**src/design/apbl_pkg.sv**
```systemverilog
// Shared types and constants for the aging peer blocklist.
`default_nettype none
package apbl_pkg;

  localparam int unsigned APBL_ENTRIES = 32;
  localparam int unsigned ADDR_W = 64;
  localparam int unsigned PORT_W = 16;
  localparam int unsigned TIME_W = 48;
  localparam int unsigned CNT_W  = 16;

  localparam logic [CNT_W-1:0]  CNT_MAX       = '1;
  localparam logic [CNT_W-1:0]  CNT_ONE       = CNT_W'(1);
  localparam logic [TIME_W-1:0] EXPIRY_RESET  = TIME_W'(300000000);

  localparam logic OP_NOTE  = 1'b0;
  localparam logic OP_QUERY = 1'b1;

  // Lookup result rippled from cell to cell.
  typedef struct packed {
    logic             hit;
    logic             live;
    logic [CNT_W-1:0] count;
  } apbl_hit_t;

  // Per-cycle control broadcast to every cell.
  typedef struct packed {
    logic eval;
    logic upd;
    logic ins;
  } apbl_ctl_t;

endpackage : apbl_pkg
`default_nettype wire

```
**src/design/apbl_cell.sv**
```systemverilog
// One table entry of the blocklist with its lookup and free-slot chain links.
`default_nettype none
module apbl_cell
  import apbl_pkg::*;
(
  input  wire logic              clk,
  input  wire logic              rst_n,
  input  wire apbl_ctl_t         ctl,
  input  wire logic [ADDR_W-1:0] req_addr,
  input  wire logic [PORT_W-1:0] req_port,
  input  wire logic [TIME_W-1:0] req_time,
  input  wire logic [TIME_W-1:0] expiry,
  input  wire apbl_hit_t         hit_in,
  output apbl_hit_t              hit_out,
  input  wire logic              free_in,
  output logic                   free_out
);

  logic              valid_r;
  logic [ADDR_W-1:0] addr_r;
  logic [PORT_W-1:0] port_r;
  logic [TIME_W-1:0] last_r;
  logic [CNT_W-1:0]  count_r;
  logic              hit_r;
  logic              exp_r;

  logic              hit_nxt;
  logic              exp_nxt;
  logic [TIME_W:0]   diff;
  logic [CNT_W-1:0]  cnt_inc;
  logic              avail;
  logic              claim;

  assign diff    = {1'b0, req_time} - {1'b0, last_r};
  assign hit_nxt = valid_r && (addr_r == req_addr) && (port_r == req_port);
  // Backwards time reads as live.
  assign exp_nxt = valid_r && !diff[TIME_W] && (diff[TIME_W-1:0] >= expiry);
  assign cnt_inc = (count_r == CNT_MAX) ? CNT_MAX : count_r + CNT_ONE;

  assign hit_out.hit   = hit_in.hit | hit_r;
  assign hit_out.live  = hit_in.live | (hit_r & ~exp_r);
  assign hit_out.count = hit_in.count | (hit_r ? cnt_inc : '0);

  assign avail    = !valid_r || exp_r;
  assign claim    = avail && !free_in;
  assign free_out = free_in | avail;

  always_ff @(posedge clk) begin
    if (!rst_n) begin
      valid_r <= 1'b0;
      hit_r   <= 1'b0;
      exp_r   <= 1'b0;
    end else begin
      if (ctl.eval) begin
        hit_r <= hit_nxt;
        exp_r <= exp_nxt;
      end
      if (ctl.ins) begin
        if (claim) begin
          valid_r <= 1'b1;
        end else if (exp_r) begin
          valid_r <= 1'b0;
        end
      end
    end
  end

  always_ff @(posedge clk) begin
    if (ctl.upd && hit_r) begin
      last_r  <= req_time;
      count_r <= cnt_inc;
    end else if (ctl.ins && claim) begin
      addr_r  <= req_addr;
      port_r  <= req_port;
      last_r  <= req_time;
      count_r <= CNT_ONE;
    end
  end

endmodule : apbl_cell
`default_nettype wire

```
**config.mk**
```make
export PLATFORM = sky130hd
export DESIGN_NAME = apbl_cell
export DESIGN_NICKNAME = d
export VERILOG_FILES = /design/src/design/apbl_pkg.sv /design/src/design/apbl_cell.sv
export SDC_FILE = /design/constraint.sdc
export NUM_CORES = 1
export LEC_CHECK = 0
export ABC_AREA = 1
export ABC_CLOCK_PERIOD_IN_PS = 6500
export BUFFER_PORTS_ARGS = -buffer_cell sky130_fd_sc_hd__clkbuf_2
export CAP_MARGIN = 20
export CORE_MARGIN = 5
export CORE_UTILIZATION = 25
export DETAILED_ROUTE_END_ITERATION = 10
export SLEW_MARGIN = 20
export SYNTH_ARGS = -nofsm -noshare
export SYNTH_HDL_FRONTEND = slang
export SYNTH_SLANG_ARGS = --single-unit
export TNS_END_PERCENT = 20
```
**constraint.sdc**
```tcl
create_clock -name clk -period 6.5 [get_ports clk]
set_input_delay 0.325 -clock clk [delete_from_list [all_inputs] [get_ports clk]]
set_output_delay 0.325 -clock clk [all_outputs]
set_load 0.1 [all_outputs]
```
# Word-level counts from Yosys, hierarchy flattened
# Cells that the tools add are included.
# W data, S select, Z words.
# op_classes
n_addsub	2
order_cmp	1
n_eq_ne	3
n_mux	8
bitwise_logic	7
n_reduce_logical	15
# op_table
operator	count
$mux W48	2
$eq A64 B64 Y1	1
$mux W16	4
$sub A48 B48 Y49	1
$ge A48 B48 Y1	1
$add A16 B1 Y16 const B	1
$eq A16 B16 Y1	1
$eq A16 B16 Y1 const B	1
$or A16 B16 Y16	1
$logic_and A1 B1 Y1	7
$reduce_and A2 Y1	2
$reduce_bool A2 Y1	2
$logic_not A1 Y1	3
$or A1 B1 Y1	3
$mux W1	2
$not A1 Y1	2
$and A1 B1 Y1	1
$logic_or A1 B1 Y1	1
# word_totals
reg_bits	147
input_bits	200
output_inout_bits	19
word_cells	43

# Logic depth before layout (Yosys ltp)
# depth
depth_word	6
ltp_mapped	29
ltp_nobuf	29

# Worst setup path after synthesis
# OpenSTA, ideal clock, no wires.
# synth_timing
path_kind	register to register
startpoint	reg hit_r
endpoint	reg addr_r[0] (enable)
setup_ns	0.519
t_arrival_ns	3.935
required_time_ns	5.981
path_slack_ns	2.046
stages_incl_launch_ff	4
n_path_buf	0
synth_period_minus_slack_ns	4.454
path_cell_list	dfxtp_1 nand2_1 inv_1 nor2_1
# synth_via
elab_chain_len	3
# synth_lines
element	line	source
start, declared	apbl_cell.sv:24	logic hit_r;
start signal, assigned	apbl_cell.sv:55	hit_r <= hit_nxt;
$logic_and A1 B1 Y1	apbl_cell.sv:69	if (ctl.upd && hit_r) begin
$not A1 Y1 (no source line)	n/a	
$reduce_and A2 Y1 (no source line)	n/a	
end signal, assigned	apbl_cell.sv:73	addr_r <= req_addr;
end, declared	apbl_cell.sv:20	logic [ADDR_W-1:0] addr_r;
# Every way passes these cells.
# A chain may end at the register's enable or synchronous reset.

# Final worst setup path
# layout_timing
startpoint	reg last_r[0]
endpoint	reg exp_r
# layout_via
elab_chain_len	4
elab_cells_between_ends	5
classes_between	add/sub: 1; order compare: 1; reduce/logical: 3
# layout_lines
element	line	source
start, declared	apbl_cell.sv:22	logic [TIME_W-1:0] last_r;
start signal, assigned	apbl_cell.sv:70	last_r <= req_time;
start signal, assigned	apbl_cell.sv:75	last_r <= req_time;
$sub A48 B48 Y49 *	apbl_cell.sv:34	assign diff = {1'b0, req_time} - {1'b0, last_r};
branches (longest 2 deep; another with $ge A48 B48 Y1)	n/a	
$logic_and A1 B1 Y1 *	apbl_cell.sv:37	assign exp_nxt = valid_r && !diff[TIME_W] && (diff[TIME_W-1:0] >= expiry);
end signal, assigned	apbl_cell.sv:56	exp_r <= exp_nxt;
end, declared	apbl_cell.sv:25	logic exp_r;
# Every way passes the cells marked *.

==> tab_implementation.tex <==
\begin{tabular}{lr}
\hline
Metric & Value \\
\hline
\multicolumn{2}{l}{\textbf{Outcome}} \\
\quad Result of the run & finished, final reports clean \\
\multicolumn{2}{l}{\textbf{Worst setup path}} \\
\quad Register-to-register setup slack & 2.73 ns \\
\quad Slowest cell delay on critical path & 0.45 ns \\
\quad Critical path fanouts, max & 5 \\
\quad Endpoint kind of the worst setup timing path & flop \\
\quad Cell family with most CP delay & simple AND/OR/NAND/NOR gates \\
\quad Crit path depth & 20 \\
\quad Critical Path RT & 6.91 ns \\
\quad Worst reg-to-reg path cell count & 20 \\
\quad Worst Path Buf+Inv & 1 \\
\quad Worst-path cell with the longest stage delay & sky130\_fd\_sc\_hd\_\_fa\_1 \\
\quad Worst path arrival time & 4.18 ns \\
\quad Critical Path Source Type & flop \\
\quad Cells along the critical path & ha\_1 > inv\_1 > fa\_1 > nand3\_1 > nand2\_2 > nand2\_1 > nand2\_2 > nand3\_1 > nand2\_1 > a21oi\_1 > xnor2\_1 > ha\_1 > nand2\_1 > nor2\_1 > nand4\_1 > nor3\_1 > nand2\_1 > nand3\_1 > nand3\_1 > a21oi\_1 \\
\quad WS Path Type & reg -> reg \\
\multicolumn{2}{l}{\textbf{Pwr}} \\
\quad Power share of the clock group & 34.6\% \\
\quad Ratio of total power to cell area & 205 mW/mm\^{}2 \\
\quad P\_int & 1.87 mW \\
\quad LEAKAGE & 6.58 nW \\
\quad Worst vdd rail ir drop & 0.150 mV \\
\quad Proportion of power drawn by flip-flops and latches & 39.7\% \\
\quad Combinational cell fraction of total power & 25.6\% \\
\quad Switching fraction of total power & 32.9\% \\
\quad Switch Pwr & 0.915 mW \\
\multicolumn{2}{l}{\textbf{Clock network}} \\
\quad Maximum number of buffers from clock root to sink & 2 \\
\quad Clock root buffer master & sky130\_fd\_sc\_hd\_\_clkbuf\_16 \\
\quad Number of cells upsized or downsized after cts & 0 \\
\quad H-tree lvl count & 4 \\
\quad TritonCTS clock tree & built \\
\quad Total clock buffers created by CTS & 17 \\
\quad Clock net sink count & between 100 and 150 \\
\quad Clock network latency to the later pin of the worst-skew pair & 0.47 ns \\
\quad Clock Pin Slew Worst Setup and Hold Paths & 0.07 ns \\
\multicolumn{2}{l}{\textbf{Logic synthesis}} \\
\quad Proportion of register bits with asynchronous set or reset after synthesis & 0\% \\
\quad Yosys synthesis warning count & 0 \\
\quad Part of the Yosys area used for sequential elements & 39.2\% \\
\quad Number of instances in the synthesized netlist & $\sim$1400 \\
\quad Top cell type by total area after synthesis & sky130\_fd\_sc\_hd\_\_edfxtp\_1 \\
\quad Post-synth EDFFs & 144 \\
\quad Main area contributors after synthesis & sky130\_fd\_sc\_hd\_\_edfxtp\_1 39\%, sky130\_fd\_sc\_hd\_\_nand2\_1 11\%, sky130\_fd\_sc\_hd\_\_ha\_1 11\% \\
\quad Cell area after technology mapping & 0.0112 sq mm \\
\quad Number of unique standard cell types used by synthesis & 42 \\
\quad Most used standard cell by instance count after synthesis & sky130\_fd\_sc\_hd\_\_nand2\_1 \\
\quad Most instantiated flip-flop cell in the synthesis netlist & sky130\_fd\_sc\_hd\_\_edfxtp\_1 \\
\quad Most frequent cells after synthesis & 332 x sky130\_fd\_sc\_hd\_\_nand2\_1, 279 x sky130\_fd\_sc\_hd\_\_inv\_1, 155 x sky130\_fd\_sc\_hd\_\_nor2\_1 \\
\quad Mapped Nets & 1731 \\
\quad Avg Synthesized Cell Area & around 7.8 sq um \\
\quad Register bit total from synthesis & 147 \\
\quad Area fraction of the dominant cell type after synthesis & 38.6\% \\
\multicolumn{2}{l}{\textbf{STA}} \\
\quad Number of pins exceeding their max-slew limit in the final report & 0 \\
\quad Worst rel slew slack & 28.9\% \\
\quad Final total negative setup slack & 0 ns \\
\quad Transition at the pin with the smallest max-transition slack & between 1 and 1.5 ns \\
\quad Min cycle time layout & roughly 3.8 ns \\
\quad Final Hold Vio Count & 0 \\
\quad Final setup fails & 0 \\
\quad Fmax & 265 MHz \\
\quad Clock Skews & 0.0113 ns \\
\quad Period utilisation layout & 58.1\% \\
\quad Min setup slack post-route & 2.73 ns \\
\quad Setup repair after global routing missed its margin & no \\
\multicolumn{2}{l}{\textbf{Layout}} \\
\quad Final net count & 1971 \\
\quad N\_diodes & 0 \\
\quad Growth of design area from synthesis to finish & 21.6\% \\
\quad Fraction of layout instances using a drive strength above 1 & 18.0\% \\
\multicolumn{2}{l}{\textbf{Global routing}} \\
\quad Vias in the first global route & 10300 \\
\quad Overall overflow remaining after global route & 0 \\
\quad Global-route wire length before repair & about 56000 um \\
\quad Maximum number of pins on one net before global-route repair & 81 \\
\quad Number of antenna violations at the first check in global routing & 1 \\
\quad Total routing resource utilization after global routing & 14.7\% \\
\multicolumn{2}{l}{\textbf{Drt}} \\
\quad Average wire per cell in the routed design & 16.0 um \\
\quad Sum of met2 wire segment lengths after detailed routing & 17200 um \\
\quad Total wirelength of the detailed-routed design & roughly 36000 um \\
\quad Max layer used & met5 \\
\quad Iteration-0 DRC Markers & 602 \\
\quad Detail-routed via count per cell & 4.45 \\
\quad Vias & between 10000 and 15000 \\
\quad Wire length on met1 & 16100 um \\
\quad 1st-pass router iterations & 5 \\
\quad Residual antenna-violating net count after detailed routing & 0 \\
\quad Detail Route met3 WL & about 1800 um \\
\quad Post-detailed-route DRC marker count & 0 \\
\multicolumn{2}{l}{\textbf{Floorplan}} \\
\quad Y dimension of the die & 222 um \\
\quad Floorplan Core Area & 0.0442 sq mm \\
\quad Die extent in x & approximately 220 um \\
\quad Number of placement rows & 77 \\
\quad Number of placed I/O pins & about 220 \\
\quad Initial standard-cell utilization of the core & 25.3\% \\
\quad Die Footprint & 0.0491 sq mm \\
\multicolumn{2}{l}{\textbf{Placement}} \\
\quad Placement-stage worst setup slack & 2.51 ns \\
\quad Half-perimeter wire length of the detailed placement result & 31100 um \\
\quad Port Buffer Count & approximately 220 \\
\quad Placer's final routability congestion estimate & 0.974 \\
\multicolumn{2}{l}{\textbf{Job}} \\
\quad Max Cap Viol & 0 \\
\multicolumn{2}{l}{\textbf{Hold path}} \\
\quad Instance count along the most critical hold path & 1 \\
\quad Type of the worst min-delay path & in -> reg \\
\hline
\end{tabular}
## stage by stage
| stage | cell area (sq um) | utilization [%] | hold WS (ns) | cells | total power, mW |
|---|---|---|---|---|---|
| 6_report | 13600 | 30.8 | 0.0456 | 2277 | 2.78 |
| 5_1_grt | 13600 | 30.8 | 0.0164 | 2277 | 2.95 |
| 3_5_place_dp | 13000 | 29.5 | 0.522 | 2245 | 1.84 |
| 4_1_cts | 13600 | 30.8 | 0.000120 | 2277 | 2.83 |
| 2_1_floorplan | 11200 | - | 0.424 | 1433 | 1.60 |
| 3_3_place_gp | 13000 | 29.5 | 0.510 | 2245 | 1.83 |
## path summary, 6_finish.rpt
kind,start,to
max,last_r[0],exp_r
min,req_addr[13],addr_r[13]
min reg2reg,exp_r,exp_r
max reg2reg,last_r[0],exp_r
## cells by family (layout without fill, tap and decap cells)
group | Yosys count | count (layout) | share of synthesized area (%)
simple gates | 621 | 621 | 23.8
buf+inv | 285 | 537 | 9.59
compound gates | 205 | 205 | 10.3
flops | 147 | 147 | 39.2
fa+ha+maj | 98 | 98 | 11.0
xor+xnor | 77 | 77 | 6.03
## routing by layer
layer	vias to the layer above	global-route usage, %
met4	2	6.22
li1	5141	-
met5	-	0
met2	266	24.7
met3	61	3.32
met1	4658	18.2
## sequential cells by signal, indices dropped and copies added (netlist names)
name,count
exp_r,1
port_r,16
valid_r,1
addr_r,64
count_r,16
hit_r,1
last_r,48
## cell type report
class                   count  area (sq um)
clock buffers              17           425
multi-input cells        1001          5740
flip-flops and latches    147          4380
fillers                  4772         30600
repair buffers            222          1120
inverters                 284          1070
clock inverters            14           130
well taps                 592           741
## cells in the final DEF, fill, tap and decap left out, types with 8 or more instances in the layout
cell type and count:
sky130_fd_sc_hd__nor2_1 154, sky130_fd_sc_hd__nand3_1 40, sky130_fd_sc_hd__a21o_1 8, sky130_fd_sc_hd__xnor2_1 33
sky130_fd_sc_hd__edfxtp_1 144, sky130_fd_sc_hd__nand4_1 32, sky130_fd_sc_hd__o22ai_1 12, sky130_fd_sc_hd__o21bai_1 10
sky130_fd_sc_hd__xor2_1 44, sky130_fd_sc_hd__or2_2 8, sky130_fd_sc_hd__nand2_1 331, sky130_fd_sc_hd__nand2_2 12
sky130_fd_sc_hd__a21oi_1 87, sky130_fd_sc_hd__o21ai_0 61, sky130_fd_sc_hd__nor3_1 19, sky130_fd_sc_hd__inv_1 279
sky130_fd_sc_hd__ha_1 97, sky130_fd_sc_hd__clkbuf_2 218, sky130_fd_sc_hd__clkbuf_16 17
## power groups by stage
stage	Clock (mW)	Sequential, mW	Combinational [mW]
2_1_floorplan	0	1.13	0.474
4_1_cts	1.00	1.11	0.722
6_report	0.965	1.11	0.713
3_3_place_gp	0	1.13	0.709
3_5_place_dp	0	1.13	0.717
5_1_grt	1.04	1.11	0.807
## what timing repair did
item                      in CTS  in global routing
hold buffers                   1                  0
buffers inserted               0                  0
hold endpoints to repair       1                  0
(Power assumes the default switching activity.)
